===== src/rtl/tcw_pkg.sv =====
// Shared types and constants for the text console cell writer.
// Holds store geometry, character codes, register indexes and the structs
// passed between the control, cell store and top level. No dependencies.
package tcw_pkg;

  // Store geometry
  localparam int LINES    = 128;
  localparam int MAX_COLS = 240;
  localparam int NCELLS   = LINES * MAX_COLS;
  localparam int LINE_W   = $clog2(LINES);
  localparam int ADDR_W   = $clog2(NCELLS);
  // Width for line + row count sums in the view follow logic
  localparam int SUM_W    = ((LINE_W > 8) ? LINE_W : 8) + 1;

  // Character codes
  localparam logic [7:0] CH_BS    = 8'd8;
  localparam logic [7:0] CH_TAB   = 8'd9;
  localparam logic [7:0] CH_LF    = 8'd10;
  localparam logic [7:0] CH_CR    = 8'd13;
  localparam logic [7:0] CH_FIRST = 8'd32;
  localparam logic [7:0] CH_LAST  = 8'd126;
  localparam logic [6:0] CH_SPACE = 7'd32;

  // Colors
  localparam logic [31:0] WHITE_ARGB = 32'hFFFF_FFFF;
  localparam logic [31:0] BLACK_ARGB = 32'hFF00_0000;

  // Register indexes on the configuration port
  localparam int CFG_IDX_W = 4;
  localparam logic [CFG_IDX_W-1:0] CFG_COLUMNS      = 4'd0;
  localparam logic [CFG_IDX_W-1:0] CFG_VISIBLE_ROWS = 4'd1;
  localparam logic [CFG_IDX_W-1:0] CFG_TEXT_FG      = 4'd2;
  localparam logic [CFG_IDX_W-1:0] CFG_TEXT_BG      = 4'd3;

  typedef struct packed {
    logic [6:0]  ch;
    logic [31:0] fg;
    logic [31:0] bg;
  } cell_t;

  typedef struct packed {
    logic              we;
    logic              re;
    logic [ADDR_W-1:0] addr;
    cell_t             wdata;
  } mem_req_t;

  typedef struct packed {
    logic [7:0]  columns;
    logic [7:0]  visible_rows;
    logic [31:0] text_fg;
    logic [31:0] text_bg;
  } cfg_t;

  typedef struct packed {
    logic [6:0]  cursor_line;
    logic [7:0]  cursor_col;
    logic [6:0]  view_start;
    logic [6:0]  cell_char;
    logic [31:0] cell_fg;
    logic [31:0] cell_bg;
    logic        read_ok;
    logic [31:0] printed_count;
  } result_t;

endpackage


===== src/rtl/tcw_ctrl.sv =====
// Sequencer for the console: cursor, view and count registers, the line ring
// base, and all cell store traffic (reset clear, cell writes, scroll clear,
// reads). Depends on tcw_pkg; drives tcw_cell_store through a request struct.
module tcw_ctrl
  import tcw_pkg::*;
(
  input  logic     clk,
  input  logic     rst,
  input  cfg_t     cfg,
  input  logic     in_valid,
  output logic     in_stall,
  input  logic     cmd,
  input  logic [7:0] char_code,
  input  logic [7:0] read_line,
  input  logic [7:0] read_col,
  output mem_req_t mem_req,
  input  cell_t    mem_rdata,
  input  logic     out_free,
  output logic     res_push,
  output result_t  res
);

  typedef enum logic [2:0] {
    S_CLEAR,
    S_IDLE,
    S_EXEC,
    S_SCROLL,
    S_RESULT
  } state_t;

  state_t state, state_next;

  // Latched item
  logic       item_cmd;
  logic [7:0] item_code;
  logic [7:0] item_rl;
  logic [7:0] item_rc;

  // Cursor and view state; base is the physical line of logical line 0
  logic [LINE_W-1:0] line, line_next;
  logic [7:0]        col, col_next;
  logic [LINE_W-1:0] view, view_next;
  logic [LINE_W-1:0] base, base_next;
  logic [31:0]       printed, printed_next;

  // Sweep pointer for reset and scroll clears
  logic [ADDR_W-1:0] sweep_addr, sweep_addr_next;
  logic [ADDR_W-1:0] sweep_end, sweep_end_next;

  logic [8:0] lim;
  logic [7:0] rows;
  logic       rd_ok;
  logic       nl;
  logic       scroll;
  logic       wr;
  logic [6:0] wr_ch;
  logic [7:0] wr_col;
  logic [8:0] col9;
  logic [8:0] tab9;
  logic [ADDR_W-1:0] clr_addr;

  // Map a logical line onto the ring
  function automatic logic [LINE_W-1:0] phys(input logic [LINE_W-1:0] l,
                                             input logic [LINE_W-1:0] b);
    logic [LINE_W:0] s;
    s = {1'b0, l} + {1'b0, b};
    if (s >= (LINE_W+1)'(LINES)) begin
      s = s - (LINE_W+1)'(LINES);
    end
    return s[LINE_W-1:0];
  endfunction

  function automatic logic [ADDR_W-1:0] cell_addr(input logic [LINE_W-1:0] p,
                                                  input logic [7:0] c);
    return ADDR_W'(p) * ADDR_W'(MAX_COLS) + ADDR_W'(c);
  endfunction

  // Effective limits
  always_comb begin
    if (cfg.columns == 8'd0) begin
      lim = 9'd1;
    end else if ({1'b0, cfg.columns} > 9'(MAX_COLS)) begin
      lim = 9'(MAX_COLS);
    end else begin
      lim = {1'b0, cfg.columns};
    end
    rows = (cfg.visible_rows == 8'd0) ? 8'd1 : cfg.visible_rows;
  end

  assign rd_ok = item_cmd && (int'(item_rl) < LINES) && ({1'b0, item_rc} < lim);
  assign in_stall = (state != S_IDLE);

  // Next state, cursor update and store requests
  always_comb begin
    state_next      = state;
    line_next       = line;
    col_next        = col;
    view_next       = view;
    base_next       = base;
    printed_next    = printed;
    sweep_addr_next = sweep_addr;
    sweep_end_next  = sweep_end;
    mem_req         = '0;
    res_push        = 1'b0;
    nl              = 1'b0;
    scroll          = 1'b0;
    wr              = 1'b0;
    wr_ch           = CH_SPACE;
    wr_col          = col;
    col9            = {1'b0, col};
    tab9            = '0;
    clr_addr        = '0;

    case (state)
      S_CLEAR: begin
        mem_req.we    = 1'b1;
        mem_req.addr  = sweep_addr;
        mem_req.wdata = '{ch: CH_SPACE, fg: WHITE_ARGB, bg: BLACK_ARGB};
        if (sweep_addr == ADDR_W'(NCELLS - 1)) begin
          state_next = S_IDLE;
        end else begin
          sweep_addr_next = sweep_addr + ADDR_W'(1);
        end
      end

      S_IDLE: begin
        if (in_valid) begin
          state_next = S_EXEC;
        end
      end

      S_EXEC: begin
        if (item_cmd) begin
          if (rd_ok) begin
            mem_req.re   = 1'b1;
            mem_req.addr = cell_addr(phys(LINE_W'(item_rl), base), item_rc);
            state_next   = S_RESULT;
          end else if (out_free) begin
            res_push   = 1'b1;
            state_next = S_IDLE;
          end else begin
            state_next = S_RESULT;
          end
        end else begin
          // Decode the character
          case (item_code)
            CH_LF: nl = 1'b1;
            CH_CR: col_next = 8'd0;
            CH_TAB: begin
              tab9     = (col9 + 9'd8) & ~9'd7;
              col_next = tab9[7:0];
              if (tab9 >= lim) begin
                nl = 1'b1;
              end
            end
            CH_BS: begin
              if (col != 8'd0) begin
                col_next = col - 8'd1;
                wr_col   = col - 8'd1;
                if ({1'b0, wr_col} < lim) begin
                  wr = 1'b1;
                end
              end
            end
            default: begin
              if (item_code inside {[CH_FIRST:CH_LAST]}) begin
                if (col9 < lim) begin
                  wr    = 1'b1;
                  wr_ch = item_code[6:0];
                end
                col_next     = col + 8'd1;
                printed_next = printed + 32'd1;
                if (col9 + 9'd1 >= lim) begin
                  nl = 1'b1;
                end
              end
            end
          endcase

          // Cell write at the cursor line, before any scroll
          if (wr) begin
            mem_req.we    = 1'b1;
            mem_req.addr  = cell_addr(phys(line, base), wr_col);
            mem_req.wdata = '{ch: wr_ch, fg: cfg.text_fg, bg: cfg.text_bg};
          end

          // New line: advance or rotate the ring, then follow with the view
          if (nl) begin
            col_next = 8'd0;
            if (line == LINE_W'(LINES - 1)) begin
              scroll    = 1'b1;
              base_next = (base == LINE_W'(LINES - 1)) ? '0 : base + LINE_W'(1);
            end else begin
              line_next = line + LINE_W'(1);
            end
            if (SUM_W'(line_next) >= SUM_W'(view) + SUM_W'(rows)) begin
              view_next = LINE_W'(SUM_W'(line_next) + SUM_W'(1) - SUM_W'(rows));
            end
          end

          if (scroll) begin
            // Old line 0 becomes the new last line; clear it
            clr_addr        = cell_addr(base, 8'd0);
            sweep_addr_next = clr_addr;
            sweep_end_next  = clr_addr + ADDR_W'(MAX_COLS - 1);
            state_next      = S_SCROLL;
          end else if (out_free) begin
            res_push   = 1'b1;
            state_next = S_IDLE;
          end else begin
            state_next = S_RESULT;
          end
        end
      end

      S_SCROLL: begin
        mem_req.we    = 1'b1;
        mem_req.addr  = sweep_addr;
        mem_req.wdata = '{ch: CH_SPACE, fg: cfg.text_fg, bg: cfg.text_bg};
        if (sweep_addr == sweep_end) begin
          state_next = S_RESULT;
        end else begin
          sweep_addr_next = sweep_addr + ADDR_W'(1);
        end
      end

      S_RESULT: begin
        if (out_free) begin
          res_push   = 1'b1;
          state_next = S_IDLE;
        end
      end

      default: state_next = S_IDLE;
    endcase
  end

  // Result fields; outside EXEC the next values equal the current ones
  always_comb begin
    res.cursor_line   = 7'(line_next);
    res.cursor_col    = col_next;
    res.view_start    = 7'(view_next);
    res.printed_count = printed_next;
    res.read_ok       = rd_ok;
    res.cell_char     = rd_ok ? mem_rdata.ch : CH_SPACE;
    res.cell_fg       = rd_ok ? mem_rdata.fg : 32'd0;
    res.cell_bg       = rd_ok ? mem_rdata.bg : 32'd0;
  end

  // Hold state and cursor registers
  always_ff @(posedge clk) begin
    if (rst) begin
      state      <= S_CLEAR;
      line       <= '0;
      col        <= '0;
      view       <= '0;
      base       <= '0;
      printed    <= '0;
      sweep_addr <= '0;
    end else begin
      state      <= state_next;
      line       <= line_next;
      col        <= col_next;
      view       <= view_next;
      base       <= base_next;
      printed    <= printed_next;
      sweep_addr <= sweep_addr_next;
    end
  end

  // Capture the item on transfer
  always_ff @(posedge clk) begin
    sweep_end <= sweep_end_next;
    if (state == S_IDLE && in_valid) begin
      item_cmd  <= cmd;
      item_code <= char_code;
      item_rl   <= read_line;
      item_rc   <= read_col;
    end
  end

  // Checks
  a_one_access: assert property (@(posedge clk) disable iff (rst)
    !(mem_req.we && mem_req.re))
    else $error("cell store read and write in one cycle");

  a_push_free: assert property (@(posedge clk) disable iff (rst)
    res_push |-> out_free)
    else $error("result pushed into a full output register");

  a_view_le_line: assert property (@(posedge clk) disable iff (rst)
    view <= line)
    else $error("view start beyond cursor line");

  a_read_then_result: assert property (@(posedge clk) disable iff (rst)
    (state == S_EXEC && rd_ok) |=> (state == S_RESULT && !mem_req.we))
    else $error("read data disturbed before result");

endmodule


===== config.mk =====
export PLATFORM = sky130hd
export DESIGN_NAME = tcw_ctrl
export DESIGN_NICKNAME = d
export VERILOG_FILES = /design/src/rtl/tcw_pkg.sv /design/src/rtl/tcw_ctrl.sv
export SDC_FILE = /design/constraint.sdc
export NUM_CORES = 1
export LEC_CHECK = 0
export BUFFER_PORTS_ARGS = -buffer_cell sky130_fd_sc_hd__buf_2
export CORE_MARGIN = 2
export CORE_UTILIZATION = 38
export DETAILED_ROUTE_END_ITERATION = 6
export PLACE_DENSITY = 0.62
export SLEW_MARGIN = 0
export SYNTH_ARGS = -nofsm -noshare
export SYNTH_HDL_FRONTEND = slang
export SYNTH_SLANG_ARGS = --single-unit
export TNS_END_PERCENT = 20

===== constraint.sdc =====
create_clock -name clk -period 11.8 [get_ports clk]
set_clock_uncertainty 0.1 [all_clocks]
set_input_delay 1.77 -clock clk [delete_from_list [all_inputs] [get_ports clk]]
set_output_delay 1.77 -clock clk [all_outputs]
set_load 0.02 [all_outputs]

==> impl_metrics.csv, run 1 <==
group,metric,value,unit
route,avgRoutedWirePerCell,18.1,um
logic_synthesis,synth_xor_area_frac,0.104,
route,firstDrtPassIters,5,
logic_synthesis,yosysTopAreaCell,"ha_1",
clocking,htreeDepth,4,
min_path,min_path_type,"reg -> reg",
power,seqPwrFrac,0.417,
logic_synthesis,muxShareOfSynthArea,0.0178,
global_routing,first_global_vias,11305,
logic_synthesis,synth_fa_ha_area_frac,0.190,
layout,multi_input_area,0.00865,mm2
layout,drive_above_1_share,0.260,
route,vias_per_cell,5.39,
clocking,cts.sinks,115,
floorplanning,boundaryPins,396,
power,p_sw,0.240,mW
logic_synthesis,synthSimpleGateAreaFrac,0.220,
route,drt_iter0_drc,735,
power,power_frac_clock,0.485,
clocking,clock_path_buffers,2,
timing,hold_slack,390,ps
setup_path,arrival,5770,ps
timing,worst_pin_slew,1100,ps
route,dr_total_vias,11870,
setup_path,worst-path-max-fanout,11,
logic_synthesis,ys_types,78,
clocking,ctsResizeCount,0,
logic_synthesis,syn-num-nets,1778,
layout,seq_area,0.00266,mm2
logic_synthesis,postSynthCellCount,1435,
place,place.gp.congestion,0.891,
timing,final.min_clock_period,7640,ps
floorplanning,dieArea,0.0329,mm2
clocking,cts_tree,"yes",
clocking,clk_pin_slew_worst_paths,50,ps
place,dp_hpwl,32.9,mm
timing,setup-violations-final,0,
setup_path,critical_path_class,"reg -> out",
timing,rsz0062_at_grt,"false",
logic_synthesis,postSynthAreaPerCell,8.34,um2
power,p_int,0.747,mW
clocking,post_cts_buffers,0,
clocking,cts-root-buf,"clkbuf_16",
logic_synthesis,synth_top_area_frac,0.140,
power,peakVddDrop,0.0000928,V
power,p_comb_frac,0.098,
power,p_per_area,66.8,mW/mm2
outcome,status,"finished clean",
timing,fin_ws,4160,ps
setup_path,required,9930,ps
setup_path,startpoint_type,"flop",
route,drc,0,
logic_synthesis,synth-seq-cells,115,
logic_synthesis,ys.flop_type,"dfxtp_1",
floorplanning,die_h,181,um
setup_path,ff2ff_setup_slack,7280,ps
global_routing,grt_usage,0.236,
power,p_leak,7.31,nW
global_routing,grt_overflow,0,
logic_synthesis,async_flop_share,0,
floorplanning,core_region_area,0.0308,mm2
layout,syn_to_final_growth,23.5,%
logic_synthesis,synth_top_family_by_area,"simple AND/OR/NAND/NOR gates",
logic_synthesis,synth-compound-area-share,0.190,
timing,period_share,0.648,
power,finalPower,0.987,mW
place,place_worst_setup_slack,4540,ps
power,p_sw_frac,0.243,
route,routed_wl,40.0,mm
layout,fillCellCount,3051,
timing,tns,0,ps
global_routing,antenna_found_initial,2,
logic_synthesis,synth_edf_count,36,
timing,max-slew-margin-rel,0.261,
logic_synthesis,synth_area_leaders,"ha_1 (14%), dfxtp_1 (13%), edfxtp_1 (9.0%), and2_1 (7.6%), xnor2_1 (6.1%)",
setup_path,end_kind,"output port",
timing,fmax,131,MHz
layout,most-common-layout-cells,"buf_2 (395), and2_1 (146), ha_1 (134), inv_1 (102), nand2_1 (100)",
logic_synthesis,yosys_warnings,0,
timing,hold_violations,0,
timing,drv_slew,0,
clocking,clock_latency,430,ps
floorplanning,start_util,0.388,
clocking,postCtsHoldBufs,0,
job,cap_violations,0,
logic_synthesis,netlist_area,0.0120,mm2
logic_synthesis,ys_seq_area_frac,0.222,
route,final_antenna_net_count,0,
global_routing,grt_first_pass_wirelength,61.0,mm
global_routing,grt_max_degree,76,
floorplanning,die_w,181,um
layout,layout_commonest_cell,"buf_2",
clocking,cts_made_buffers,17,
layout,fin_nets,2138,
place,portBuffers,395,
floorplanning,std_cell_rows,64,
==> kinds of logic (layout without fill, tap and decap cells) <==
group	after synthesis	in the layout
AOI/OAI and AO/OA	338	338
adders and majority gates	165	165
and+or+nand+nor	488	488
DFF	115	115
xor gates and xnor gates	142	142
muxes	20	20
buffers and inverters	167	537
other	0	2
==> flip-flops by register name, indices dropped and copies added, names as in the netlist <==
name	flops
base	7
state	3
sweep_end	11
sweep_addr	15
item_rl	8
item_code	8
view	7
item_rc	8
line	7
item_cmd	1
printed	32
col	8
==> through the flow <==
stage / instances / utilization / cell area, um2
final: 2203 / 0.480 / 14800
after detailed placement: 2172 / 0.462 / 14200
after floorplan: 1435 / - / 12000
after global placement: 2172 / 0.462 / 14200
after CTS: 2201 / 0.479 / 14800
after global routing: 2202 / 0.479 / 14800
==> power groups by stage <==
| stage | Clock, mW | Combinational [mW] | Sequential [mW] |
|---|---|---|---|
| after floorplan | 0 | 0.0494 | 0.418 |
| after global placement | 0 | 0.0961 | 0.420 |
| after detailed placement | 0 | 0.0974 | 0.420 |
| after CTS | 0.484 | 0.0981 | 0.411 |
| after global routing | 0.502 | 0.108 | 0.412 |
| final | 0.478 | 0.0970 | 0.412 |
==> area by class of cell <==
cell class                 count  share of cell area
inverter                     103              0.0262
timing repair buffer         405               0.139
multi-input combinational   1153               0.585
tap                          396              0.0335
clock buffer                  25              0.0343
antenna                        2            0.000339
clock inverter                 4             0.00169
sequential                   115               0.180
==> worst paths after layout <==
kind,from,to,cells after the start
worst min register to register,view[6],view[6],2
worst min-delay path,view[6],view[6],2
worst max register to register,col[4],sweep_addr[9],11
worst max-delay path,base[0],mem_req[85],18
==> synthesized netlist by cell type, drive strengths merged (6+ instances only) <==
library cell and n:
a211oi 10, a21o 25, a21oi 79, a22oi 14, a31oi 8, and2 146, and3 20, buf 9
clkbuf 55, dfxtp 79, edfxtp 36, fa 29, ha 134, inv 102, mux2 10, mux2i 10
nand2 100, nand3 50, nand4 16, nor2 69, nor2b 10, nor3 25, nor4 7, o2111ai 7
o211ai 13, o21a 48, o21ai 59, o21bai 9, o221ai 7, o22ai 13, o31ai 10, or2 10
or3 11, or4 6, xnor2 84, xor2 58
==> worst max-delay path, cell delays in order (launching register included) <==
cell and delay [ps]:
dfxtp_1 600, ha_1 260, inv_1 60, fa_1 390
xor2_1 310, inv_1 190, fa_1 540, fa_1 530
inv_1 60, fa_1 500, inv_1 40, ha_1 320
a21oi_1 110, a2111oi_0 580, and3_1 280, nand3_1 100
xnor2_1 150, o221ai_1 150, buf_2 190
==> layer usage <==
| layer | GRT usage | routed length, um | vias up |
|---|---|---|---|
| met5 | 0 | 13 | - |
| met4 | 0.109 | 1620 | 2 |
| met3 | 0.0395 | 2500 | 77 |
| met2 | 0.444 | 20400 | 502 |
| met1 | 0.259 | 15400 | 5519 |
| li1 | - | - | 5770 |
Note: power is estimated with default switching activity, not from simulation.
==> inputs of run 2 (changes only) <==
Clock period 11.8 ns to 7.3 ns, I/O delays scaled along.
==> run 2 against run 1 <==
Net effect: final cell count rose by 0.14%; clock power rose by 71%; sequential share of layout area down 0.058 points; via count is the same; critical path depth grew 2; largest cell class unchanged; largest power group unchanged; highest routed layer unchanged.
==> impl_metrics.csv, run 2 (synthesized netlist as in run 1, its figures left out) <==
group,metric,value,unit
global_routing,grt_usage,0.235,
clocking,postCtsHoldBufs,0,
place,portBuffers,395,
clocking,cts_made_buffers,17,
timing,fin_ws,546,ps
place,dp_hpwl,32.5,mm
route,routed_wl,39.5,mm
route,drt_iter0_drc,741,
floorplanning,core_region_area,0.0308,mm2
timing,worst_pin_slew,1060,ps
power,p_per_area,111,mW/mm2
timing,hold_violations,0,
clocking,cts.sinks,115,
route,vias_per_cell,5.38,
layout,largest_reg_flops,32,
place,place.gp.congestion,0.912,
global_routing,grt_max_degree,76,
timing,period_share,0.925,
timing,max-slew-margin-rel,0.296,
clocking,cts-root-buf,"clkbuf_16",
floorplanning,std_cell_rows,64,
timing,rsz0062_at_grt,"false",
setup_path,crit_chain,"ha_1 > inv_1 > fa_1 > inv_1 > a21oi_1 > o21bai_1 > xor2_1 > inv_1 > maj3_1 > fa_1 > inv_1 > ha_1 > nand3_1 > o2111ai_1 > xor2_1 > nand4_1 > nor4bb_1 > xnor2_1 > o221ai_1 > buf_2",
power,p_leak,7.34,nW
global_routing,grt_first_pass_wirelength,60.6,mm
route,firstDrtPassIters,5,
layout,utilization,0.481,
setup_path,arrival,5560,ps
floorplanning,die_w,181,um
setup_path,cpPeakStageDelay,490,ps
floorplanning,start_util,0.388,
route,dr_total_vias,11870,
clocking,htreeDepth,4,
layout,largest_registers,"printed x32, sweep_addr x15, sweep_end x11",
power,finalPower,1.64,mW
setup_path,required,6110,ps
timing,tns,0,ps
timing,fmax,148,MHz
setup_path,worst_path_max_delay_cell,"dfxtp_1",
clocking,cts_tree,"yes",
timing,final.min_clock_period,6750,ps
min_path,hp-start,"view[6]",
clocking,clock_latency,430,ps
min_path,holdPathStages,2,
route,drc,0,
layout,fin_nets,2139,
route,avgRoutedWirePerCell,17.9,um
floorplanning,die_h,181,um
floorplanning,boundaryPins,396,
floorplanning,dieArea,0.0329,mm2
setup_path,cp_common_cell,"inv_1",
global_routing,antenna_found_initial,2,
layout,max_flop_register,"printed",
layout,drive_above_1_share,0.263,
setup_path,end_kind,"output port",
layout,syn_to_final_growth,24.0,%
min_path,min_path_type,"reg -> reg",
setup_path,r2r-start,"col[4]",
route,final_antenna_net_count,0,
job,cap_violations,0,
outcome,status,"finished clean",
global_routing,first_global_vias,11309,
layout,most-common-layout-cells,"buf_2 (395), and2_1 (146), ha_1 (134), inv_1 (102), nand2_1 (100)",
setup_path,worst-r2r-cell-count,11,
timing,setup-violations-final,0,
timing,drv_slew,0,
timing,hold_slack,390,ps
setup_path,critical_path_class,"reg -> out",
clocking,clk_pin_slew_worst_paths,50,ps
setup_path,startpoint_type,"flop",
place,place_worst_setup_slack,808,ps
setup_path,worst-path-max-fanout,5,
clocking,clock_path_buffers,2,
setup_path,critPathLaunch,"line[0]",
global_routing,grt_overflow,0,
layout,layout_commonest_cell,"buf_2",
power,peakVddDrop,0.000141,V
## run 2: changes by cell type in the layout (fill, tap and decap cells not counted), sizes merged
cell,delta
buf,+1
diode,-1
clkinv,+3
## run 2: final cells by class
class / instances / area (um2)
fillers: 3018 / 16000
multi-input cells: 1153 / 8650
flip-flops and latches: 115 / 2660
repair buffers: 406 / 2060
clock buffers: 25 / 539
well taps: 396 / 495
inverters: 103 / 387
clock inverters: 7 / 40.0
diodes: 1 / 2.50
## run 2: path summary, 6_finish.rpt
path              endpoint  slack (ps)
max            mem_req[85]         550
min                view[6]         390
max reg2reg  sweep_addr[9]        2570
min reg2reg        view[6]         390
## run 2: timing repair
item                                    4_1_cts  5_1_grt
setup buffers                                 0        0
endpoints found under the setup margin        0        2
resized for setup                             0        2
hold endpoints to repair                      0        0
## run 2: critical path: cells and delay by family, from the launching register on
kind / cells / cell delay, ps
adder cells (fa/ha/maj): 5 / 1870
XOR/XNOR: 3 / 810
AND/OR/NAND/NOR: 3 / 700
AO/OA/AOI/OAI: 4 / 680
buffers and inverters: 5 / 570
flip-flops: 1 / 490
## run 2: report_power, final
group	leakage, nW	total, mW	internal [mW]	switching [mW]
clock network	0.289	0.819	0.510	0.308
logic	6.08	0.158	0.0729	0.0853
registers	0.972	0.665	0.660	0.00520
total	7.34	1.64	1.24	0.399
## run 2: stage by stage
stage | cell area, um2 | instances
CTS | 14800 | 2205
detailed placement | 14300 | 2173
finish | 14800 | 2206
global route | 14800 | 2206
floorplan | 12000 | 1435
global placement | 14300 | 2173
## run 2: metal layers
layer | track usage | vias to the layer above | routed length (um)
met1 | 0.261 | 5520 | 15400
li1 | - | 5775 | -
met5 | 0 | - | 13
met3 | 0.0319 | 59 | 2270
met4 | 0.0914 | 2 | 1200
met2 | 0.450 | 514 | 20600
